--- src/fcpm_pkg.sv ---
// Shared types, constants and helpers for the frame classifier.
package fcpm_pkg;

    localparam int PATTERN_BYTES_DEF = 16;
    localparam int SNAP_BYTES_DEF    = 1518;
    localparam int WINDOW_BYTES      = 16;
    localparam int QUEUE_DEPTH       = 2;

    localparam logic [15:0] ARP_KIND  = 16'h0806;
    localparam logic [7:0]  PROTO_TCP = 8'd6;
    localparam logic [7:0]  PROTO_UDP = 8'd17;
    localparam logic [7:0]  PROTO_ICMP = 8'd1;

    // Configuration register indexes.
    localparam logic [7:0] REG_FILTER_ENABLE  = 8'd0;
    localparam logic [7:0] REG_PATTERN_LENGTH = 8'd1;
    localparam logic [7:0] REG_PATTERN_LOW    = 8'd2;
    localparam logic [7:0] REG_PATTERN_HIGH   = 8'd3;

    typedef enum logic [2:0] {
        CLS_ARP     = 3'd0,
        CLS_TCP     = 3'd1,
        CLS_UDP     = 3'd2,
        CLS_ICMP    = 3'd3,
        CLS_UNKNOWN = 3'd4
    } frame_class_t;

    typedef struct packed {
        logic [15:0] dest_port;
        logic [15:0] source_port;
        logic [31:0] dest_ip;
        logic [31:0] source_ip;
        logic [47:0] dest_mac;
        logic [47:0] source_mac;
        logic [15:0] ether_kind;
        logic [15:0] payload_length;
        logic [7:0]  payload_offset;
        logic        tcp_header_bad;
        logic        frame_pass;
        frame_class_t frame_class;
    } result_t;

    typedef struct packed {
        logic [7:0]  offset;
        logic [15:0] length;
    } geometry_t;

    // Class from the ethertype and the IPv4 protocol byte.
    function automatic frame_class_t classify(input logic [15:0] kind, input logic [7:0] proto);
        frame_class_t c;
        if (kind == ARP_KIND)          c = CLS_ARP;
        else if (proto == PROTO_TCP)   c = CLS_TCP;
        else if (proto == PROTO_UDP)   c = CLS_UDP;
        else if (proto == PROTO_ICMP)  c = CLS_ICMP;
        else                           c = CLS_UNKNOWN;
        return c;
    endfunction

    // Payload start and length; negative lengths clamp to zero.
    function automatic geometry_t geometry(input frame_class_t cls, input logic [3:0] ihw,
                                           input logic [3:0] thw, input logic [15:0] wl,
                                           input logic [15:0] tl);
        geometry_t g;
        logic signed [17:0] ih;
        logic signed [17:0] th;
        logic signed [17:0] n;
        ih = $signed({12'd0, ihw, 2'b00});
        th = $signed({12'd0, thw, 2'b00});
        n = '0;
        g.offset = '0;
        unique case (cls)
            CLS_ARP: begin
                g.offset = 8'd22;
                n = $signed({2'b00, wl}) - 18'sd14;
            end
            CLS_TCP: begin
                g.offset = 8'd14 + ih[7:0] + th[7:0];
                n = $signed({2'b00, tl}) - ih - th;
            end
            CLS_UDP: begin
                g.offset = 8'd22 + ih[7:0];
                n = $signed({2'b00, tl}) - ih - 18'sd8;
            end
            CLS_ICMP: begin
                g.offset = 8'd22 + ih[7:0];
                n = $signed({2'b00, wl}) - ih - 18'sd14;
            end
            default: begin
                g.offset = '0;
                n = '0;
            end
        endcase
        g.length = n[17] ? 16'd0 : n[15:0];
        return g;
    endfunction

endpackage

--- src/fcpm_front.sv ---
// Front end: captures header fields byte by byte, runs the window match, builds results.
module fcpm_front #(
    parameter int PATTERN_BYTES = fcpm_pkg::PATTERN_BYTES_DEF,
    parameter int SNAP_BYTES    = fcpm_pkg::SNAP_BYTES_DEF
) (
    input  logic             aclk,
    input  logic             aresetn,
    input  logic             in_accept,
    input  logic [7:0]       data_byte,
    input  logic             frame_last,
    input  logic [15:0]      wire_length,
    input  logic             cfg_write,
    input  logic [7:0]       cfg_index,
    input  logic [63:0]      cfg_data,
    output logic             push,
    output fcpm_pkg::result_t result
);
    import fcpm_pkg::*;

    localparam int PAT_W = PATTERN_BYTES * 8;

    logic        filt_reg, filt_next;
    logic [4:0]  plen_reg, plen_next;
    logic [PAT_W-1:0] pat_reg, pat_next;

    logic [15:0] idx_reg, idx_next;
    logic [7:0]  win_reg [WINDOW_BYTES], win_next [WINDOW_BYTES];
    logic [15:0] wl_reg, wl_next;
    logic [15:0] kind_reg, kind_next;
    logic [47:0] smac_reg, smac_next;
    logic [47:0] dmac_reg, dmac_next;
    logic [3:0]  ihw_reg, ihw_next;
    logic [7:0]  proto_reg, proto_next;
    logic [15:0] tl_reg, tl_next;
    logic [31:0] sip_reg, sip_next;
    logic [31:0] dip_reg, dip_next;
    logic [31:0] ports_reg, ports_next;
    logic [3:0]  thw_reg, thw_next;
    logic        seen_reg, seen_next;

    logic [127:0]  pat_full;
    logic [127:0]  pat16;
    logic [15:0]   i;
    logic          rx;
    logic [15:0]   t0;
    logic [15:0]   rel;
    frame_class_t  cls;
    geometry_t     geo;
    logic [16:0]   pend;
    logic [4:0]    plen;
    logic          ready;
    logic          scan_en;
    logic          hit_any;
    logic          hit;
    logic [16:0]   s_ext;
    logic [3:0]    slot;

    // Configuration registers.
    always_comb begin
        filt_next = filt_reg;
        plen_next = plen_reg;
        pat_full  = 128'(pat_reg);
        if (cfg_write) begin
            unique case (cfg_index)
                REG_FILTER_ENABLE:  filt_next = cfg_data[0];
                REG_PATTERN_LENGTH: plen_next = cfg_data[4:0];
                REG_PATTERN_LOW:    pat_full[63:0] = cfg_data;
                REG_PATTERN_HIGH:   pat_full[127:64] = cfg_data;
                default: ;
            endcase
        end
        pat_next = pat_full[PAT_W-1:0];
    end

    // Header capture, window update and pattern search for one beat.
    always_comb begin
        i  = idx_reg;
        rx = (i < 16'(SNAP_BYTES));
        wl_next    = (i == 16'd0) ? wire_length : wl_reg;
        kind_next  = kind_reg;
        smac_next  = smac_reg;
        dmac_next  = dmac_reg;
        ihw_next   = ihw_reg;
        proto_next = proto_reg;
        tl_next    = tl_reg;
        sip_next   = sip_reg;
        dip_next   = dip_reg;
        ports_next = ports_reg;
        thw_next   = thw_reg;
        for (int w = 0; w < WINDOW_BYTES; w++) win_next[w] = win_reg[w];
        if (rx) begin
            if (i < 16'd6)        dmac_next[(3'd5 - i[2:0]) * 8 +: 8] = data_byte;
            else if (i < 16'd12)  smac_next[(4'd11 - i[3:0]) * 8 +: 8] = data_byte;
            else if (i == 16'd12) kind_next[15:8] = data_byte;
            else if (i == 16'd13) kind_next[7:0] = data_byte;
            else if (i == 16'd14) ihw_next = data_byte[3:0];
            else if (i == 16'd16) tl_next[15:8] = data_byte;
            else if (i == 16'd17) tl_next[7:0] = data_byte;
            else if (i == 16'd23) proto_next = data_byte;
            else if (i >= 16'd26 && i < 16'd30)
                sip_next[{2'(2'd1 - i[1:0]), 3'b000} +: 8] = data_byte;
            else if (i >= 16'd30 && i < 16'd34)
                dip_next[{2'(2'd1 - i[1:0]), 3'b000} +: 8] = data_byte;
            win_next[i[3:0]] = data_byte;
        end
        t0  = 16'd14 + {10'd0, ihw_next, 2'b00};
        rel = i - t0;
        if (rx && i >= t0 && i < t0 + 16'd4) ports_next[(2'd3 - rel[1:0]) * 8 +: 8] = data_byte;
        if (rx && i == t0 + 16'd12) thw_next = data_byte[7:4];

        cls  = classify(kind_next, proto_next);
        geo  = geometry(cls, ihw_next, thw_next, wl_next, tl_next);
        pend = {9'd0, geo.offset} + {1'b0, geo.length};
        plen = (plen_reg > 5'(PATTERN_BYTES)) ? 5'(PATTERN_BYTES) : plen_reg;
        ready = (i >= 16'd13) && (cls == CLS_ARP || (i >= 16'd23 &&
                (cls != CLS_TCP || i >= 16'd26 + {10'd0, ihw_next, 2'b00})));
        scan_en = rx && (ready || frame_last || i == 16'(SNAP_BYTES - 1)) &&
                  cls != CLS_UNKNOWN;

        // Every start within the window ending at this byte is tested at once.
        pat16   = 128'(pat_reg);
        hit_any = 1'b0;
        for (int d = 0; d < WINDOW_BYTES; d++) begin
            s_ext = {1'b0, i} - 17'(d);
            hit = (i >= 16'(d)) && ({1'b0, plen} <= 6'(d + 1)) &&
                  (s_ext >= {9'd0, geo.offset}) && (s_ext < pend) &&
                  (s_ext + {12'd0, plen} <= pend);
            for (int k = 0; k < WINDOW_BYTES; k++) begin
                slot = i[3:0] - 4'(d) + 4'(k);
                if (5'(k) < plen && win_next[slot] != pat16[k*8 +: 8]) hit = 1'b0;
            end
            hit_any = hit_any | hit;
        end
        seen_next = seen_reg | (scan_en & hit_any);

        idx_next = (idx_reg == 16'hffff) ? idx_reg : idx_reg + 16'd1;
    end

    // Result built from the state after the last beat of a frame.
    always_comb begin
        push                  = in_accept & frame_last;
        result.frame_class    = cls;
        result.frame_pass     = (cls != CLS_UNKNOWN) && (!filt_reg || seen_next);
        result.tcp_header_bad = (cls == CLS_TCP) && (thw_next < 4'd5);
        result.payload_offset = geo.offset;
        result.payload_length = geo.length;
        result.ether_kind     = kind_next;
        result.source_mac     = smac_next;
        result.dest_mac       = dmac_next;
        result.source_ip      = (cls == CLS_TCP || cls == CLS_UDP || cls == CLS_ICMP) ?
                                sip_next : 32'd0;
        result.dest_ip        = (cls == CLS_TCP || cls == CLS_UDP || cls == CLS_ICMP) ?
                                dip_next : 32'd0;
        result.source_port    = (cls == CLS_TCP || cls == CLS_UDP) ? ports_next[31:16] : 16'd0;
        result.dest_port      = (cls == CLS_TCP || cls == CLS_UDP) ? ports_next[15:0] : 16'd0;
    end

    // Configuration and frame state registers; the last beat clears the frame state for the next frame.
    always_ff @(posedge aclk) begin
        if (!aresetn) begin
            filt_reg <= 1'b0;
            plen_reg <= '0;
            pat_reg  <= '0;
        end else begin
            filt_reg <= filt_next;
            plen_reg <= plen_next;
            pat_reg  <= pat_next;
        end
        if (!aresetn || (in_accept && frame_last)) begin
            idx_reg   <= '0;
            wl_reg    <= '0;
            kind_reg  <= '0;
            smac_reg  <= '0;
            dmac_reg  <= '0;
            ihw_reg   <= '0;
            proto_reg <= '0;
            tl_reg    <= '0;
            sip_reg   <= '0;
            dip_reg   <= '0;
            ports_reg <= '0;
            thw_reg   <= '0;
            seen_reg  <= 1'b0;
            for (int w = 0; w < WINDOW_BYTES; w++) win_reg[w] <= '0;
        end else if (in_accept) begin
            idx_reg   <= idx_next;
            wl_reg    <= wl_next;
            kind_reg  <= kind_next;
            smac_reg  <= smac_next;
            dmac_reg  <= dmac_next;
            ihw_reg   <= ihw_next;
            proto_reg <= proto_next;
            tl_reg    <= tl_next;
            sip_reg   <= sip_next;
            dip_reg   <= dip_next;
            ports_reg <= ports_next;
            thw_reg   <= thw_next;
            seen_reg  <= seen_next;
            for (int w = 0; w < WINDOW_BYTES; w++) win_reg[w] <= win_next[w];
        end
    end

    // A frame end always restarts the byte count and the match flag.
    a_idx_restart: assert property (@(posedge aclk) disable iff (!aresetn)
        (in_accept && frame_last) |=> (idx_reg == 16'd0 && !seen_reg))
        else $error("frame state not cleared after last beat");

    // Pass is never reported for an unknown class.
    a_pass_known: assert property (@(posedge aclk) disable iff (!aresetn)
        push |-> !(result.frame_pass && result.frame_class == CLS_UNKNOWN))
        else $error("unknown class reported as passing");

endmodule

--- src/fcpm_queue.sv ---
// Result queue between the classifier and the output channel; its head drives the beat.
module fcpm_queue (
    input  logic              aclk,
    input  logic              aresetn,
    input  logic              push,
    input  fcpm_pkg::result_t push_data,
    output logic              has_room,
    output logic              out_valid,
    input  logic              out_ready,
    output fcpm_pkg::result_t out_data
);
    import fcpm_pkg::*;

    result_t     mem_reg [QUEUE_DEPTH];
    logic        wr_reg, wr_next;
    logic        rd_reg, rd_next;
    logic [1:0]  cnt_reg, cnt_next;
    logic        pop;

    // Pointer and fill count update.
    always_comb begin
        pop       = out_valid && out_ready;
        has_room  = (cnt_reg != 2'(QUEUE_DEPTH));
        out_valid = (cnt_reg != 2'd0);
        out_data  = mem_reg[rd_reg];
        wr_next   = push ? ~wr_reg : wr_reg;
        rd_next   = pop ? ~rd_reg : rd_reg;
        cnt_next  = cnt_reg + {1'b0, push} - {1'b0, pop};
    end

    always_ff @(posedge aclk) begin
        if (!aresetn) begin
            wr_reg  <= 1'b0;
            rd_reg  <= 1'b0;
            cnt_reg <= '0;
        end else begin
            wr_reg  <= wr_next;
            rd_reg  <= rd_next;
            cnt_reg <= cnt_next;
        end
    end

    // Entry storage.
    always_ff @(posedge aclk) begin
        if (push) mem_reg[wr_reg] <= push_data;
    end

    a_no_overflow: assert property (@(posedge aclk) disable iff (!aresetn)
        push |-> (has_room || pop))
        else $error("result pushed into a full queue");

    a_count_range: assert property (@(posedge aclk) disable iff (!aresetn)
        cnt_reg <= 2'(QUEUE_DEPTH))
        else $error("queue count out of range");

endmodule

--- src/frame_classify_payload_match.sv ---
// Top level of the Ethernet/IPv4 frame classifier with payload pattern filter.
// Frame bytes stream in one per beat, starting at the destination MAC, and the block
// takes one byte every cycle while s_tready is high; the header capture and a 16-start
// window compare finish within the beat's own cycle. The beat with s_tlast set yields
// one result, registered into a two-entry queue that presents it on the m_ side once
// earlier results are taken, so input keeps flowing while a result waits; s_tready
// drops only when both entries are full. Configuration goes through the cfg_ write
// channel, which is always ready, and is meant to be written between frames.
module frame_classify_payload_match #(
    parameter int PATTERN_BYTES = fcpm_pkg::PATTERN_BYTES_DEF,
    parameter int SNAP_BYTES    = fcpm_pkg::SNAP_BYTES_DEF
) (
    input  logic         aclk,
    input  logic         aresetn,
    input  logic         s_tvalid,
    output logic         s_tready,
    input  logic [23:0]  s_tdata,   // data_byte[7:0], wire_length[23:8]
    input  logic         s_tlast,
    output logic         m_tvalid,
    input  logic         m_tready,
    output logic [239:0] m_tdata,   // frame_pass, tcp_header_bad, payload_offset,
                                    // payload_length, ether_kind, source_mac, dest_mac,
                                    // source_ip, dest_ip, source_port, dest_port, zero pad
    output logic [2:0]   m_tuser,   // frame_class
    input  logic         cfg_valid,
    output logic         cfg_ready,
    input  logic [7:0]   cfg_index,
    input  logic [63:0]  cfg_data
);
    import fcpm_pkg::*;

    logic    in_accept;
    logic    push;
    logic    has_room;
    result_t front_res;
    result_t head;

    assign in_accept = s_tvalid && s_tready;
    assign s_tready  = has_room;
    assign cfg_ready = 1'b1;

    fcpm_front #(
        .PATTERN_BYTES(PATTERN_BYTES),
        .SNAP_BYTES(SNAP_BYTES)
    ) u_front (
        .aclk(aclk),
        .aresetn(aresetn),
        .in_accept(in_accept),
        .data_byte(s_tdata[7:0]),
        .frame_last(s_tlast),
        .wire_length(s_tdata[23:8]),
        .cfg_write(cfg_valid),
        .cfg_index(cfg_index),
        .cfg_data(cfg_data),
        .push(push),
        .result(front_res)
    );

    fcpm_queue u_queue (
        .aclk(aclk),
        .aresetn(aresetn),
        .push(push),
        .push_data(front_res),
        .has_room(has_room),
        .out_valid(m_tvalid),
        .out_ready(m_tready),
        .out_data(head)
    );

    // Pack the result beat, first field in the lowest bits.
    assign m_tuser = head.frame_class;
    assign m_tdata = {6'd0, head.dest_port, head.source_port, head.dest_ip, head.source_ip,
                      head.dest_mac, head.source_mac, head.ether_kind, head.payload_length,
                      head.payload_offset, head.tcp_header_bad, head.frame_pass};

endmodule
--- config.mk ---
export PLATFORM = sky130hd
export DESIGN_NAME = frame_classify_payload_match
export DESIGN_NICKNAME = d
export VERILOG_FILES = /design/src/fcpm_pkg.sv /design/src/fcpm_front.sv /design/src/fcpm_queue.sv /design/src/frame_classify_payload_match.sv
export SDC_FILE = /design/constraint.sdc
export NUM_CORES = 2
export LEC_CHECK = 0
export BUFFER_PORTS_ARGS = -buffer_cell sky130_fd_sc_hd__buf_2
export CAP_MARGIN = 20
export CORE_MARGIN = 1
export CORE_UTILIZATION = 35
export CTS_BUF_LIST = sky130_fd_sc_hd__clkbuf_4 sky130_fd_sc_hd__clkbuf_8 sky130_fd_sc_hd__clkbuf_16
export CTS_CLUSTER_SIZE = 16
export DETAILED_ROUTE_END_ITERATION = 10
export PLACE_DENSITY = 0.52
export SYNTH_ARGS = -nofsm -noshare
export SYNTH_HDL_FRONTEND = slang
export SYNTH_SLANG_ARGS = --single-unit
--- constraint.sdc ---
create_clock -name aclk -period 33.3 [get_ports aclk]
set_input_delay 3.33 -clock aclk [delete_from_list [all_inputs] [get_ports aclk]]
set_output_delay 3.33 -clock aclk [all_outputs]
set_load 0.02 [all_outputs]
==> results_dict.tcl <==
set metrics [dict create \
    outcome "finished clean" \
    rrSetupSlack_ns 17.73 \
    use_met3_pct 16.8 \
    die_w_um 583 \
    synth_edf_count 600 \
    dp_hpwl_um 527000 \
    synth-seq-cells 1012 \
    path_buf_inv 5 \
    max_cap_viol_count 0 \
    cp-endpoint "u_queue.mem_reg[1][3]" \
    synthesis.area_um2 118000 \
    cts_resized 0 \
    grt_pass1_wl_um 961000 \
    end_kind "register" \
    largest_register_ffs 472 \
    p_switching_mw 4.39 \
    worst_slew_pin_slew_ns 1.47 \
    nNetsFinal 14000 \
    pwr-share-comb_pct 66.5 \
    initialDrtViolationCount 17000 \
    cts-root-buf "clkbuf_16" \
    rsz0062_at_grt "false" \
    drc_errors 0 \
    hold_ws_ns 0.453 \
    overflow 0 \
    tritoncts "yes" \
    startpoint "s_tdata[2]" \
    layout_min_cycle_time_ns 15.76 \
    place_congestion 1.13 \
    maxSlewViolCount 0 \
    die_height_um 583 \
    final_cells 17900 \
    critPathTopFamily "simple AND/OR/NAND/NOR gates" \
    intPower_mw 4.28 \
    hold_class "register to register" \
    async_flop_share_pct 0 \
    hold_viol 0 \
    slowest_delay_ns 0.65 \
    cts_buffers 120 \
    clkPwrFrac_pct 16.9 \
    crit_top_cell "a21oi_1" \
    die-area_um2 340000 \
    vias 118000 \
    cp_data_required_time_ns 34.10 \
    powerDensity_nw_per_um2 65.1 \
    ys_types 103 \
    grt.total_usage_pct 40.9 \
    slew_headroom_pct 2.07 \
    critPathSlowestCell "nor4_1" \
    fmax_ghz 0.0635 \
    antenna_found_initial 101 \
    grt_util_met2_pct 57.4 \
    grt_pass1_vias 109000 \
    dp.cells 17600 \
    leakagePower_nw 52.0 \
    hold_depth 2 \
    cp.depth 51 \
    skew_ns 0.0988 \
    htreeDepth 3 \
    core_um2 335000 \
    synth_ff_type "edfxtp_1" \
    cts_setup_buffers 0 \
    drive_gt1_share_pct 19.0 \
    startpoint_type "input port" \
    setup_violations 0 \
    area_delta_synth_final_pct 12.7 \
    cp_data_arrival_time_ns 16.56 \
    viasPerCell 6.61 \
    syn_inst 13000 \
    rows 212 \
    busiest_layer "met2" \
    cts.sinks 1012 \
    clk_pin_slew_ns 0.06 \
    totalWireLength_um 722000 \
    ant_nets 0 \
    fin_crit_sh_pct 47.3 \
    avgRoutedWirePerCell_um 40.4 \
    place_area_um2 128000 \
    crit_fanout 36 \
    reg2reg_depth 52 \
    design_area_um2 133000 \
    ioPinCount 348 \
    reg2reg_from "u_front.i[3]" \
    crit-reg2reg-capture "u_queue.mem_reg[1][3]" \
    postCtsHoldBufs 0 \
    clock_latency_ns 0.93 \
    grtUsageMet1_pct 48.8 \
    seq_power_share_pct 16.7 \
    grt_max_degree 133 \
    port_buffers 339 \
    crit_type "input port to register" \
    initial_core_util_pct 35.3 \
    switching_share_pct 50.6 \
    total_power_mw 8.67 \
    cts.path.max_buffers 4 \
    synth_warnings 0 \
    dr.pass1.iters 9 \
    avgSynthCellArea_um2 9.08 \
    peakVddDrop_mv 0.0665 \
    finalSetupTns_ns 0 \
    synth-seq-area-share_pct 22.2 \
]
cells by family after synthesis:
kind of cell	count (synthesis)	share of synthesized area [%]
AO/OA/AOI/OAI	2338	13.1
XOR/XNOR	2213	16.4
adder cells (fa/ha/maj)	700	7.48
buffers and inverters	1313	4.27
flip-flops	1012	22.2
multiplexers	1930	22.1
other	2	0.00636
AND/OR/NAND/NOR	3503	14.5
cells in the mapped netlist (31+ instances only):
library cell | n | area, µm²
a22oi_1 | 44 | 330
o21ai_0 | 492 | 2460
mux2_2 | 361 | 4070
a21oi_1 | 563 | 2820
nand2b_1 | 111 | 694
nor3_1 | 254 | 1270
o211ai_1 | 53 | 398
mux2i_1 | 1062 | 10600
nor2_1 | 706 | 2650
o22ai_1 | 42 | 263
edfxtp_1 | 600 | 18000
a21boi_0 | 146 | 1100
a2111oi_0 | 49 | 429
nor2b_1 | 137 | 857
xor2_1 | 853 | 7470
xnor2_1 | 1360 | 11900
or2_2 | 31 | 194
ha_1 | 684 | 8560
a22o_1 | 173 | 1520
dfxtp_1 | 412 | 8250
o21a_1 | 69 | 518
a32o_1 | 32 | 320
buf_2 | 45 | 225
inv_1 | 223 | 837
or3_1 | 75 | 469
a211oi_1 | 73 | 548
buf_1 | 261 | 980
a21o_1 | 170 | 1280
and2_1 | 98 | 613
and3_1 | 64 | 400
o31ai_1 | 43 | 323
nor4_1 | 229 | 1430
mux4_2 | 505 | 11400
nand2_1 | 1086 | 4080
a31oi_1 | 113 | 707
nand4_1 | 252 | 1580
nand3_1 | 308 | 1540
clkbuf_1 | 746 | 2800
tightest hold or removal path: cells and delay by family, from the launching register on:
| family | cells | cell delay (ns) |
|---|---|---|
| AND/OR/NAND/NOR | 1 | 0.04 |
| flip-flops | 1 | 0.32 |
| AO/OA/AOI/OAI | 1 | 0.05 |
metrics by stage:
| step | worst slack, ns | utilization (%) |
|---|---|---|
| final | 17.54 | 39.8 |
| after global routing | 17.05 | 39.7 |
| after CTS | 17.89 | 39.7 |
| after detailed placement | 16.97 | 38.4 |
| after global placement | 17.18 | 38.3 |
| after floorplan | 16.94 | - |
metal layers:
| metal | part of all wire [%] | wire length (µm) |
|---|---|---|
| met5 | 0.13 | 913 |
| met4 | 9.9 | 71100 |
| met3 | 13 | 94400 |
| met2 | 40 | 288000 |
| met1 | 37 | 268000 |
placed cells by master, fill, tap and decap left out, drive strengths merged, types with 310 or more instances in the layout:
cell type	n
xnor2	1360
mux2i	1063
a21oi	565
xor2	853
o21ai	511
edfxtp	600
nor2	709
dfxtp	412
buf	1118
nand2	1087
ha	684
mux2	362
nand3	310
mux4	505
worst min path at each step:
stage	start	end	slack (ns)
final	u_front.ports_reg[13]	u_front.ports_reg[13]	0.45
after global routing	u_front.ports_reg[14]	u_front.ports_reg[14]	0.48
after CTS	u_front.ports_reg[14]	u_front.ports_reg[14]	0.46
after detailed placement	u_front.ports_reg[14]	u_front.ports_reg[14]	0.44
after global placement	u_front.ports_reg[13]	u_front.ports_reg[13]	0.43
after floorplan	u_front.ihw_reg[1]	u_front.ihw_reg[1]	0.42
power by group through the flow:
| stage | combinational [mW] | clock, mW | sequential [mW] |
|---|---|---|---|
| after floorplan | 3.39 | 0 | 1.47 |
| after global placement | 5.43 | 0 | 1.47 |
| after detailed placement | 5.42 | 0 | 1.47 |
| after CTS | 5.44 | 1.48 | 1.45 |
| after global routing | 5.82 | 1.53 | 1.45 |
| final | 5.76 | 1.46 | 1.45 |
cell type report:
| type | count | area [µm²] |
|---|---|---|
| multi-input cells | 10700 | 88000 |
| repair buffers | 1124 | 7740 |
| diodes | 73 | 183 |
| flip-flops and latches | 1012 | 26300 |
| inverters | 248 | 960 |
| fillers | 34100 | 202000 |
| clock inverters | 67 | 876 |
| clock buffers | 156 | 3440 |
| well taps | 4494 | 5620 |
Note: power is estimated with default switching activity, not from simulation.
